[src/design/usf_pkg.sv]
`default_nettype none
package usf_pkg;

   localparam int unsigned POS_WIDTH = 16;
   localparam int unsigned LEN_WIDTH = 17;
   localparam logic [POS_WIDTH-1:0] POS_LAST = '1;

   localparam logic [1:0] SEP_NONE   = 2'd0;
   localparam logic [1:0] SEP_COLON  = 2'd1;
   localparam logic [1:0] SEP_SLASH  = 2'd2;
   localparam logic [1:0] SEP_FULL   = 2'd3;

   localparam logic [7:0] CHAR_COLON = 8'h3A;
   localparam logic [7:0] CHAR_SLASH = 8'h2F;

   typedef struct packed {
      logic letter;
      logic url_char;
      logic colon;
      logic slash;
   } char_class_type;

   typedef struct packed {
      logic                 hit;
      logic [POS_WIDTH-1:0] start;
      logic [LEN_WIDTH-1:0] length;
   } scan_result_type;

endpackage
`default_nettype wire

[src/design/usf_if.sv]
`default_nettype none
interface usf_req_if;
   logic       valid;
   logic       ready;
   logic [7:0] text_byte;
   logic       end_of_text;

   modport source (output valid, output text_byte, output end_of_text, input ready);
   modport sink   (input valid, input text_byte, input end_of_text, output ready);
endinterface

interface usf_rsp_if;
   logic        valid;
   logic        ready;
   logic [15:0] url_start;
   logic [16:0] url_length;

   modport source (output valid, output url_start, output url_length, input ready);
   modport sink   (input valid, input url_start, input url_length, output ready);
endinterface
`default_nettype wire

[src/design/url_span_finder.sv]
// URL span finder.
// req_bus carries one character of text per item (text_byte) and a flag on
// the final character (end_of_text). rsp_bus carries one item per URL found:
// url_start is the position of the first scheme letter, url_length the number
// of characters. A URL is reported on the character that ends it: a non-URL
// character (not counted) or the flagged final character (counted).
// Both channels move an item at a clock edge where valid and ready are high.
// Throughput: one character per cycle while rsp_bus does not stall. A character
// is held in the input register, then its result (if any) stands in the output
// register, from where rsp_bus can take it.
// The input register and output register form a two-deep path:
// while rsp_bus stalls, one more character is still taken, then req_bus
// ready drops until the result is taken.
// Reset (synchronous, active high) empties both registers and clears the
// scan state; the next character starts a new string at position 0. After the
// flagged final character the scan state returns to the same reset values.
`default_nettype none
module url_span_finder (
   input  wire logic  clock,
   input  wire logic  reset,
   usf_req_if.sink    req_bus,
   usf_rsp_if.source  rsp_bus
);

   logic       s1_valid_ff, s1_valid_in;
   logic [7:0] s1_byte_ff;
   logic       s1_last_ff;
   logic       out_valid_ff, out_valid_in;
   logic [usf_pkg::POS_WIDTH-1:0] out_start_ff;
   logic [usf_pkg::LEN_WIDTH-1:0] out_length_ff;

   logic out_free;
   logic s1_fire;
   logic req_take;

   usf_pkg::char_class_type  char_class;
   usf_pkg::scan_result_type result;

   usf_class u_class (
      .text_byte  (s1_byte_ff),
      .char_class (char_class)
   );

   usf_scan u_scan (
      .clock       (clock),
      .reset       (reset),
      .step        (s1_fire),
      .char_class  (char_class),
      .end_of_text (s1_last_ff),
      .result      (result)
   );

   assign out_free      = !out_valid_ff || rsp_bus.ready;
   assign s1_fire       = s1_valid_ff && out_free;
   assign req_bus.ready = !s1_valid_ff || out_free;
   assign req_take      = req_bus.valid && req_bus.ready;

   always_comb begin
      s1_valid_in = s1_valid_ff;
      if (req_take) begin
         s1_valid_in = 1'b1;
      end else if (s1_fire) begin
         s1_valid_in = 1'b0;
      end
      out_valid_in = out_valid_ff && !rsp_bus.ready;
      if (s1_fire) begin
         out_valid_in = result.hit;
      end
   end

   always_ff @(posedge clock) begin
      if (reset) begin
         s1_valid_ff  <= 1'b0;
         out_valid_ff <= 1'b0;
      end else begin
         s1_valid_ff  <= s1_valid_in;
         out_valid_ff <= out_valid_in;
      end
   end

   always_ff @(posedge clock) begin
      if (req_take) begin
         s1_byte_ff <= req_bus.text_byte;
         s1_last_ff <= req_bus.end_of_text;
      end
      if (s1_fire && result.hit) begin
         out_start_ff  <= result.start;
         out_length_ff <= result.length;
      end
   end

   assign rsp_bus.valid      = out_valid_ff;
   assign rsp_bus.url_start  = out_start_ff;
   assign rsp_bus.url_length = out_length_ff;

endmodule
`default_nettype wire

[src/design/usf_class.sv]
`default_nettype none
module usf_class (
   input  wire logic [7:0]             text_byte,
   output usf_pkg::char_class_type     char_class
);

   always_comb begin
      char_class.letter   = 1'b0;
      char_class.url_char = 1'b0;
      char_class.colon    = (text_byte == usf_pkg::CHAR_COLON);
      char_class.slash    = (text_byte == usf_pkg::CHAR_SLASH);
      unique case (text_byte) inside
         [8'h41:8'h5A], [8'h61:8'h7A]: begin
            char_class.letter   = 1'b1;
            char_class.url_char = 1'b1;
         end
         [8'h30:8'h39], 8'h7E, 8'h3B, 8'h2F, 8'h3F, 8'h3A, 8'h40, 8'h3D, 8'h26, 8'h24,
         8'h2D, 8'h5F, 8'h2E, 8'h2B, 8'h21, 8'h2A, 8'h27, 8'h28, 8'h29, 8'h2C: begin
            char_class.url_char = 1'b1;
         end
         default: begin
            char_class.url_char = 1'b0;
         end
      endcase
   end

endmodule
`default_nettype wire

[src/design/usf_scan.sv]
`default_nettype none
module usf_scan (
   input  wire logic                    clock,
   input  wire logic                    reset,
   input  wire logic                    step,
   input  wire usf_pkg::char_class_type char_class,
   input  wire logic                    end_of_text,
   output usf_pkg::scan_result_type     result
);

   logic [usf_pkg::POS_WIDTH-1:0] pos_ff, pos_in;
   logic [usf_pkg::POS_WIDTH-1:0] run_start_ff, run_start_in;
   logic                          prev_letter_ff, prev_letter_in;
   logic [1:0]                    sep_ff, sep_in;
   logic [usf_pkg::POS_WIDTH-1:0] scheme_start_ff, scheme_start_in;
   logic                          scheme_present_ff, scheme_present_in;
   logic                          inside_ff, inside_in;
   logic [usf_pkg::POS_WIDTH-1:0] url_start_ff, url_start_in;

   logic                          span_hit;
   logic [usf_pkg::POS_WIDTH-1:0] span_start;
   logic                          span_incl;
   logic [usf_pkg::LEN_WIDTH-1:0] span_len;

   always_comb begin
      pos_in            = pos_ff;
      run_start_in      = run_start_ff;
      prev_letter_in    = prev_letter_ff;
      sep_in            = sep_ff;
      scheme_start_in   = scheme_start_ff;
      scheme_present_in = scheme_present_ff;
      inside_in         = inside_ff;
      url_start_in      = url_start_ff;
      span_hit          = 1'b0;
      span_start        = url_start_ff;
      span_incl         = 1'b1;

      if (inside_ff) begin
         if (!char_class.url_char) begin
            span_hit   = 1'b1;
            span_incl  = 1'b0;
            inside_in  = 1'b0;
         end else if (end_of_text) begin
            span_hit = 1'b1;
         end
         sep_in         = usf_pkg::SEP_NONE;
         prev_letter_in = char_class.letter;
      end else if (sep_ff == usf_pkg::SEP_FULL && scheme_present_ff && char_class.url_char) begin
         inside_in      = 1'b1;
         url_start_in   = scheme_start_ff;
         span_start     = scheme_start_ff;
         span_hit       = end_of_text;
         sep_in         = usf_pkg::SEP_NONE;
         prev_letter_in = char_class.letter;
      end else begin
         if (char_class.colon) begin
            sep_in            = usf_pkg::SEP_COLON;
            scheme_present_in = prev_letter_ff;
            scheme_start_in   = run_start_ff;
         end else if (char_class.slash && sep_ff == usf_pkg::SEP_COLON) begin
            sep_in = usf_pkg::SEP_SLASH;
         end else if (char_class.slash && sep_ff == usf_pkg::SEP_SLASH) begin
            sep_in = usf_pkg::SEP_FULL;
         end else begin
            sep_in = usf_pkg::SEP_NONE;
         end
         if (char_class.letter && !prev_letter_ff) begin
            run_start_in = pos_ff;
         end
         prev_letter_in = char_class.letter;
      end

      if (pos_ff != usf_pkg::POS_LAST) begin
         pos_in = pos_ff + 1'b1;
      end

      if (end_of_text) begin
         pos_in            = '0;
         run_start_in      = '0;
         prev_letter_in    = 1'b0;
         sep_in            = usf_pkg::SEP_NONE;
         scheme_start_in   = '0;
         scheme_present_in = 1'b0;
         inside_in         = 1'b0;
         url_start_in      = '0;
      end
   end

   assign span_len = {1'b0, pos_ff} - {1'b0, span_start}
                     + {{(usf_pkg::LEN_WIDTH-1){1'b0}}, span_incl};

   always_comb begin
      result.hit    = span_hit;
      result.start  = span_start;
      result.length = span_len;
      if (span_len == '0) begin
         result.length = {{(usf_pkg::LEN_WIDTH-1){1'b0}}, 1'b1};
      end
   end

   always_ff @(posedge clock) begin
      if (reset) begin
         pos_ff            <= '0;
         run_start_ff      <= '0;
         prev_letter_ff    <= 1'b0;
         sep_ff            <= usf_pkg::SEP_NONE;
         scheme_start_ff   <= '0;
         scheme_present_ff <= 1'b0;
         inside_ff         <= 1'b0;
         url_start_ff      <= '0;
      end else if (step) begin
         pos_ff            <= pos_in;
         run_start_ff      <= run_start_in;
         prev_letter_ff    <= prev_letter_in;
         sep_ff            <= sep_in;
         scheme_start_ff   <= scheme_start_in;
         scheme_present_ff <= scheme_present_in;
         inside_ff         <= inside_in;
         url_start_ff      <= url_start_in;
      end
   end

endmodule
`default_nettype wire

[src/flat_wrapper.sv]
// flat-port wrapper written by rule: the top's interface ports become plain ports
module url_span_finder_flat 
  (clock, reset, req_bus_valid, req_bus_text_byte, req_bus_end_of_text, req_bus_ready, rsp_bus_valid, rsp_bus_url_start, rsp_bus_url_length, rsp_bus_ready);
  usf_req_if req_bus_i ();
  usf_rsp_if rsp_bus_i ();
  input  wire logic clock;
  input  wire logic reset;
  input wire logic [$bits(req_bus_i.valid)-1:0] req_bus_valid;
  input wire logic [$bits(req_bus_i.text_byte)-1:0] req_bus_text_byte;
  input wire logic [$bits(req_bus_i.end_of_text)-1:0] req_bus_end_of_text;
  output wire logic [$bits(req_bus_i.ready)-1:0] req_bus_ready;
  output wire logic [$bits(rsp_bus_i.valid)-1:0] rsp_bus_valid;
  output wire logic [$bits(rsp_bus_i.url_start)-1:0] rsp_bus_url_start;
  output wire logic [$bits(rsp_bus_i.url_length)-1:0] rsp_bus_url_length;
  input wire logic [$bits(rsp_bus_i.ready)-1:0] rsp_bus_ready;
  assign req_bus_i.valid = req_bus_valid;
  assign req_bus_i.text_byte = req_bus_text_byte;
  assign req_bus_i.end_of_text = req_bus_end_of_text;
  assign req_bus_ready = req_bus_i.ready;
  assign rsp_bus_valid = rsp_bus_i.valid;
  assign rsp_bus_url_start = rsp_bus_i.url_start;
  assign rsp_bus_url_length = rsp_bus_i.url_length;
  assign rsp_bus_i.ready = rsp_bus_ready;
  url_span_finder u_core (.clock(clock), .reset(reset), .req_bus(req_bus_i), .rsp_bus(rsp_bus_i));
endmodule
[config.mk]
export PLATFORM = sky130hd
export DESIGN_NAME = url_span_finder_flat
export DESIGN_NICKNAME = d
export VERILOG_FILES = /design/src/design/usf_pkg.sv /design/src/design/usf_if.sv /design/src/design/url_span_finder.sv /design/src/design/usf_class.sv /design/src/design/usf_scan.sv /design/src/flat_wrapper.sv
export SDC_FILE = /design/constraint.sdc
export NUM_CORES = 1
export LEC_CHECK = 0
export ABC_CLOCK_PERIOD_IN_PS = 10200
export BUFFER_PORTS_ARGS = -buffer_cell sky130_fd_sc_hd__buf_2
export CAP_MARGIN = 20
export CORE_MARGIN = 8
export CORE_UTILIZATION = 40
export DETAILED_ROUTE_END_ITERATION = 16
export MAX_ROUTING_LAYER = met4
export SETUP_SLACK_MARGIN = 0.4
export SLEW_MARGIN = 25
export SYNTH_ARGS = -nofsm -noshare
export SYNTH_HDL_FRONTEND = slang
export SYNTH_SLANG_ARGS = --single-unit
[constraint.sdc]
create_clock -name clock -period 10.2 [get_ports clock]
set_clock_uncertainty 0.05 [all_clocks]
set_input_delay 1.02 -clock clock [delete_from_list [all_inputs] [get_ports clock]]
set_output_delay 1.02 -clock clock [all_outputs]
set_load 0.05 [all_outputs]
==> out/metrics.cfg, run 1 <==
[run_status]
status = finished clean

[critical_path]
worstPathCellList = or3_4 > o311ai_2 > a31oi_1 > a311oi_2 > nor3_4 > buf_4 > o21ai_0 > ha_1 > inv_1 > ha_1 > inv_1 > fa_1 > nor2b_1 > o31a_1 > a21oi_1 > nor4_1 > o2111ai_1 > nor4_1 > a41o_1
cp_slowest_cell = a311oi_2
worst-path-buf-inv = 3
worst-setup-path-type = register to register
path_max_fanout = 19
end_kind = register
worstSetupStartpointType = register
cpLargestDelayFamily = compound AO/OA/AOI/OAI gates
slowest_delay_ns = 0.47
crit_required_ns = 10.43
arrival_ns = 5.22
crit_start = u_core.s1_byte_ff[2]
reg2reg_from = u_core.s1_byte_ff[2]

[layout]
diodes = 0
drive_gt1_share_pct = 14.7
fin_util_pct = 46.5
fin_nets = 669
syn_to_final_growth_pct = 15.2

[pwr]
p_per_area_nw_per_um2 = 157
p_leak_nw = 2.49
power_mw = 1.05
ir_drop_mv = 0.0968

[floorplan]
rows = 44
die_area_um2 = 18500
boundaryPins = 48
placeableCoreArea_um2 = 14300
start_util_pct = 40.3
fp.dieH_um = 136
die_x_um = 136

[worst_hold_path]
min_from = u_core.u_scan.run_start_ff[8]
hp-class = register to register

[place]
place_congestion = 0.868
hpwlAfterDp_um = 8990
portBuffers = 47

[clock_network]
cts_tree = built
cts_sinks = 113
cts_setup_buffers = 0
cts_root_buffer = clkbuf_16
clock_latency_ns = 0.41
cts.path.max_buffers = 2
cts_resized = 0
hold_buffers = 0
cts_buffers = 17
clk_pin_slew_ns = 0.05
htree_levels = 4

[synthesis]
synth-edff-count = 42
ys_ff_latch = 113
ys_seq_area_share_pct = 46.5
synthCells = 593
async_flop_share_pct = 0
syn_nets = 630
synth_ff_type = dfxtp_1
synth_cell_types = 65
avgSynthCellArea_um2 = 9.74
ys.warnings.count = 0
syn_area_um2 = 5770

[timing]
fin_crit_ns = 4.99
max_freq_ghz = 0.200
finalMaxSlewViolations = 0
setup_tns_ns = 0
finalSetupViolCount = 0
finalHoldViolations = 0
worstMarginPinSlew_ns = 1.00
period_share_pct = 48.9
rsz0062_at_grt = no
slew_headroom_pct = 33.0
hold_slack_ns = 0.397

[routing]
wl_per_cell_um = 15.4
drtIter0Drc = 320
routed-via-count = 4344
drt-vias-per-instance = 5.24
wirelength_um = 12800
firstDrtPassIters = 5
drc = 0
final_antenna_net_count = 0

[global_routing]
overflow = 0
grt_max_degree = 75
grt_usage_pct = 14.8
antenna_found_initial = 0
grt_first_pass_wirelength_um = 20900
grt_pass1_vias = 4205

[job]
maxCapViolations = 0

-- through the flow --
step                std cells  setup WS, ns  instance area, um^2
finish                    829          5.21                 6650
global route              829          4.81                 6650
CTS                       829          5.13                 6650
detailed placement        797          5.20                 6120
global placement          797          5.31                 6110
floorplan                 593          5.67                 5770
-- per-layer routing --
layer | vias to the layer above | GRT usage [%] | routed length (um)
met4 | 0 | 5.06 | 157
met1 | 2016 | 17.3 | 5750
met3 | 16 | 4.36 | 664
li1 | 2207 | - | -
met2 | 105 | 24.0 | 6220
met5 | - | - | 0
-- power breakdown --
group	internal [mW]	leakage [nW]	total, mW	switching [mW]
Combinational	0.0111	1.26	0.0333	0.0222
Sequential	0.471	0.965	0.477	0.00681
Clock	0.344	0.269	0.535	0.191
-- cell type report --
type                            count  area (um^2)
Fill cell                        1352         7660
Tap cell                          184          230
Multi-Input combinational cell    403         2770
Inverter                           46          173
Clock buffer                       25          475
Timing Repair Buffer               51          265
Clock inverter                      7         60.1
Sequential cell                   113         2680
-- cells in the final DEF, fill, tap and decap left out, drive strengths merged, types with 4 or more instances in the layout --
cell	n
a211oi	4
a21o	4
and2	15
or3b	18
ha	23
nor2	35
o32ai	17
nand4	5
edfxtp	42
and4	5
clkbuf	25
nand2b	21
buf	51
inv	45
o21ai	14
nand3	37
mux2i	18
a21oi	49
nor3	7
clkinv	7
and3	7
xor2	26
nand2	34
dfxtp	71
nor2b	5
xnor2	6
o21a	10
-- cells by family after synthesis --
| family | synth area share, % |
|---|---|
| AND/OR/NAND/NOR | 19.5 |
| multiplexers | 3.32 |
| adder cells (fa/ha/maj) | 5.33 |
| buffers and inverters | 5.79 |
| AO/OA/AOI/OAI | 14.7 |
| XOR/XNOR | 4.85 |
| flip-flops | 46.5 |
-- cells in the mapped netlist, types with 17 or more instances --
library cell / n / area (um^2)
edfxtp_1: 42 / 1260
nand3_1: 37 / 185
o32ai_1: 17 / 149
inv_1: 45 / 169
nand2b_1: 21 / 131
nand2_1: 34 / 128
xor2_1: 26 / 228
a21oi_1: 49 / 245
nor2_1: 35 / 131
ha_1: 23 / 288
clkbuf_1: 22 / 82.6
dfxtp_1: 71 / 1420
-- registers in the layout, summed over array words and instances (netlist names), 2 cells and up --
| signal | flops |
|---|---|
| u_core.rsp_bus.url_length | 17 |
| u_core.rsp_bus.url_start | 16 |
| u_core.u_scan.pos_ff | 16 |
| u_core.u_scan.run_start_ff | 16 |
| u_core.u_scan.scheme_start_ff | 16 |
| u_core.u_scan.url_start_ff | 16 |
| u_core.s1_byte_ff | 8 |
| u_core.u_scan.sep_ff | 2 |
-- tightest hold or removal path, cell delays in order, from the launching register on --
cell and delay (ns):
dfxtp_1 0.30, nand2_1 0.05, a21oi_1 0.05
-- worst paths after layout --
path | end | slack (ns) | cells past startpoint
max reg2reg | u_core.rsp_bus.url_length[0] | 5.21 | 19
min reg2reg | u_core.u_scan.run_start_ff[8] | 0.40 | 2
min | u_core.u_scan.run_start_ff[8] | 0.40 | 2
max | u_core.rsp_bus.url_length[0] | 5.21 | 19
Power figures use the tool's default switching activity.
==> run 2, diff against run 1 <==
ABC_AREA = 1   (was not set)
ABC_CLOCK_PERIOD_IN_PS = 4400   (was 10200)
clock period = 4.4 ns   (was 10.2 ns; I/O delays follow)
==> run 2 against run 1 <==
  * Routed wire length is 35% higher
  * Area after synthesis grew 14%
  * Via count is 38% higher
  * Largest power group unchanged
  * Sequential cell count stayed put
  * Setup slack worse by 4.5 ns
  * Largest cell class unchanged
  * Critical endpoint is now u_core.rsp_bus.url_length[16]
==> out/metrics.cfg, run 2 <==
[global_routing]
antenna_found_initial = 0  ; unchanged
grt_first_pass_wirelength_um = 27800  ; was 20900 um
grt_max_degree = 58  ; was 75
grt_pass1_vias = 5454  ; was 4205
overflow = 0  ; unchanged
grt_usage_pct = 17.7  ; was 14.8%

[place]
place_congestion = 0.907  ; was 0.868
hpwlAfterDp_um = 12600  ; was 8990 um
dp.cells = 1200  ; was 797
portBuffers = 47  ; unchanged

[clock_network]
hold_buffers = 0  ; unchanged
clk_pin_slew_ns = 0.06  ; was 0.05 ns
cts_tree = built  ; unchanged
cts_sinks = 113  ; unchanged
cts_resized = 0  ; unchanged
htree_levels = 4  ; unchanged
clock_latency_ns = 0.42  ; was 0.41 ns
cts_buffers = 17  ; unchanged
cts.path.max_buffers = 2  ; unchanged
cts_root_buffer = clkbuf_16  ; unchanged
cts_setup_buffers = 0  ; unchanged

[critical_path]
crit_required_ns = 4.51  ; was 10.43 ns
end_kind = register  ; unchanged
arrival_ns = 3.78  ; was 5.22 ns
worstSetupStartpointType = register  ; unchanged
worst-setup-path-type = register to register  ; unchanged
path_max_fanout = 6  ; was 19

[synthesis]
synthCells = 954  ; was 593
avgSynthCellArea_um2 = 6.92  ; was 9.74 um^2
synth_cell_types = 35  ; was 65
syn_nets = 991  ; was 630
synth_common_cells = 311 x nand2_1, 163 x inv_1, 83 x nor2_1, 71 x dfxtp_1, 63 x nand4_1  ; was 71 x dfxtp_1, 49 x a21oi_1, 45 x inv_1, 42 x edfxtp_1, 37 x nand3_1
ys_seq_area_share_pct = 40.6  ; was 46.5%
syn_area_um2 = 6600  ; was 5770 um^2
ys_ff_latch = 113  ; unchanged
synth-edff-count = 42  ; unchanged
async_flop_share_pct = 0  ; unchanged
ys_top_cells_by_area = dfxtp_1 22%, edfxtp_1 19%, nand2_1 18%, inv_1 9.3%, nand4_1 6.0%  ; was dfxtp_1 25%, edfxtp_1 22%, ha_1 5.0%, a21oi_1 4.2%, xor2_1 3.9%
synth_top_area_share_pct = 21.5  ; was 24.6%
synth_most_common_cell = nand2_1  ; was dfxtp_1
synth_ff_type = dfxtp_1  ; unchanged
ys.warnings.count = 0  ; unchanged
yosys.area.top_type = dfxtp_1  ; unchanged

[routing]
routed-via-count = 6010  ; was 4344
firstDrtPassIters = 7  ; was 5
drt-vias-per-instance = 4.88  ; was 5.24
drc = 0  ; unchanged
wirelength_um = 17300  ; was 12800 um
wl_per_cell_um = 14.1  ; was 15.4 um
final_antenna_net_count = 0  ; unchanged
drtIter0Drc = 567  ; was 320

[floorplan]
die_area_um2 = 20900  ; was 18500 um^2
die_x_um = 144  ; was 136 um
boundaryPins = 48  ; unchanged
rows = 47  ; was 44
fp.dieH_um = 144  ; was 136 um
start_util_pct = 40.4  ; was 40.3%
placeableCoreArea_um2 = 16300  ; was 14300 um^2

[layout]
diodes = 0  ; unchanged
largest_reg_flops = 17  ; unchanged
instances_no_fill = 1232  ; was 829
drive_gt1_share_pct = 9.98  ; was 14.7%
fin_nets = 1036  ; was 669
final_common_cell = nand2_1  ; was dfxtp_1
syn_to_final_growth_pct = 15.7  ; was 15.2%
layout_common_cells = 311 x nand2_1, 163 x inv_1, 83 x nor2_1  ; was 71 x dfxtp_1, 49 x a21oi_1, 47 x buf_2
fin_util_pct = 46.7  ; was 46.5%

[timing]
slew_headroom_pct = 50.6  ; was 33.0%
rsz0062_at_grt = no  ; unchanged
finalSetupViolCount = 0  ; unchanged
worstMarginPinSlew_ns = 0.740  ; was 1.00 ns
finalMaxSlewViolations = 0  ; unchanged
fin_crit_ns = 3.67  ; was 4.99 ns
period_share_pct = 83.4  ; was 48.9%
max_freq_ghz = 0.272  ; was 0.200 GHz
setup_tns_ns = 0  ; unchanged
finalHoldViolations = 0  ; unchanged

[pwr]
p_leak_nw = 3.71  ; was 2.49 nW
ir_drop_mv = 0.252  ; was 0.0968 mV
p_per_area_nw_per_um2 = 351  ; was 157 nW/um^2

[run_status]
status = finished clean  ; unchanged

[job]
maxCapViolations = 0  ; unchanged

[worst_hold_path]
hp-class = input port to register  ; was register to register

## run 2: path summary, 6_finish.rpt
| path | from | end | slack (ns) | cells after the start |
|---|---|---|---|---|
| setup / recovery | u_core.s1_byte_ff[0] | u_core.rsp_bus.url_length[16] | 0.73 | 21 |
| hold / removal | req_bus_text_byte[2] | u_core.s1_byte_ff[2] | 0.14 | 1 |
| setup reg to reg | u_core.s1_byte_ff[0] | u_core.rsp_bus.url_length[16] | 0.73 | 21 |
| hold reg to reg | u_core.u_scan.url_start_ff[11] | u_core.u_scan.url_start_ff[11] | 0.41 | 2 |
## run 2: cells by family after synthesis
| kind of cell | synth area share (%) |
|---|---|
| xor gates and xnor gates | 1.59 |
| and+or+nand+nor | 36.3 |
| buffers and inverters | 11.8 |
| adders and majority gates | 4.66 |
| DFF | 40.6 |
| AOI/OAI and AO/OA | 5.02 |
## run 2: area by class of cell
cell class	count	area, um^2
clock inverter	11	138
tap	220	275
sequential	113	2680
multi-input combinational	642	3140
clock buffer	21	450
timing repair buffer	60	333
inverter	165	619
fill	1707	8710
## run 2: power by group
part	switching (mW)	leakage, nW	internal [mW]	total (mW)
registers	0.0162	0.992	1.11	1.12
clock network	0.476	0.283	0.898	1.37
logic	0.126	2.44	0.0540	0.180
## run 2: per-stage QoR
stage	power [mW]	hold slack, ns	instance area, um^2	worst slack [ns]
2_1_floorplan	1.28	0.395	6600	0.892
3_3_place_gp	1.32	0.402	7050	0.785
3_5_place_dp	1.32	0.405	7050	0.779
4_1_cts	2.69	0.135	7640	0.729
5_1_grt	2.77	0.136	7640	0.430
6_report	2.68	0.143	7640	0.729
## run 2: critical path: stages, from the launching register on
cell and delay [ns]:
edfxtp_1 0.45, nor2_1 0.14, nand3_1 0.13, nand3_1 0.19
nand4_4 0.14, nand3_2 0.12, nand2_1 0.07, and2_1 0.15
ha_1 0.28, inv_1 0.06, ha_1 0.19, inv_1 0.07
fa_1 0.41, inv_1 0.09, nand3_1 0.09, nand2_1 0.14
nand2_1 0.10, nand2_1 0.10, nand3_1 0.07, nand2_1 0.09
xor2_1 0.22, inv_1 0.06
## run 2: metal layers
| metal | up-vias | routed length, um | share of wire, % | track usage [%] |
|---|---|---|---|---|
| li1 | 3142 | - | - | - |
| met4 | 0 | 256 | 1.5 | 6.35 |
| met3 | 19 | 967 | 5.6 | 3.47 |
| met5 | - | 0 | 0 | - |
| met2 | 142 | 8020 | 46 | 27.9 |
| met1 | 2707 | 8070 | 47 | 22.2 |
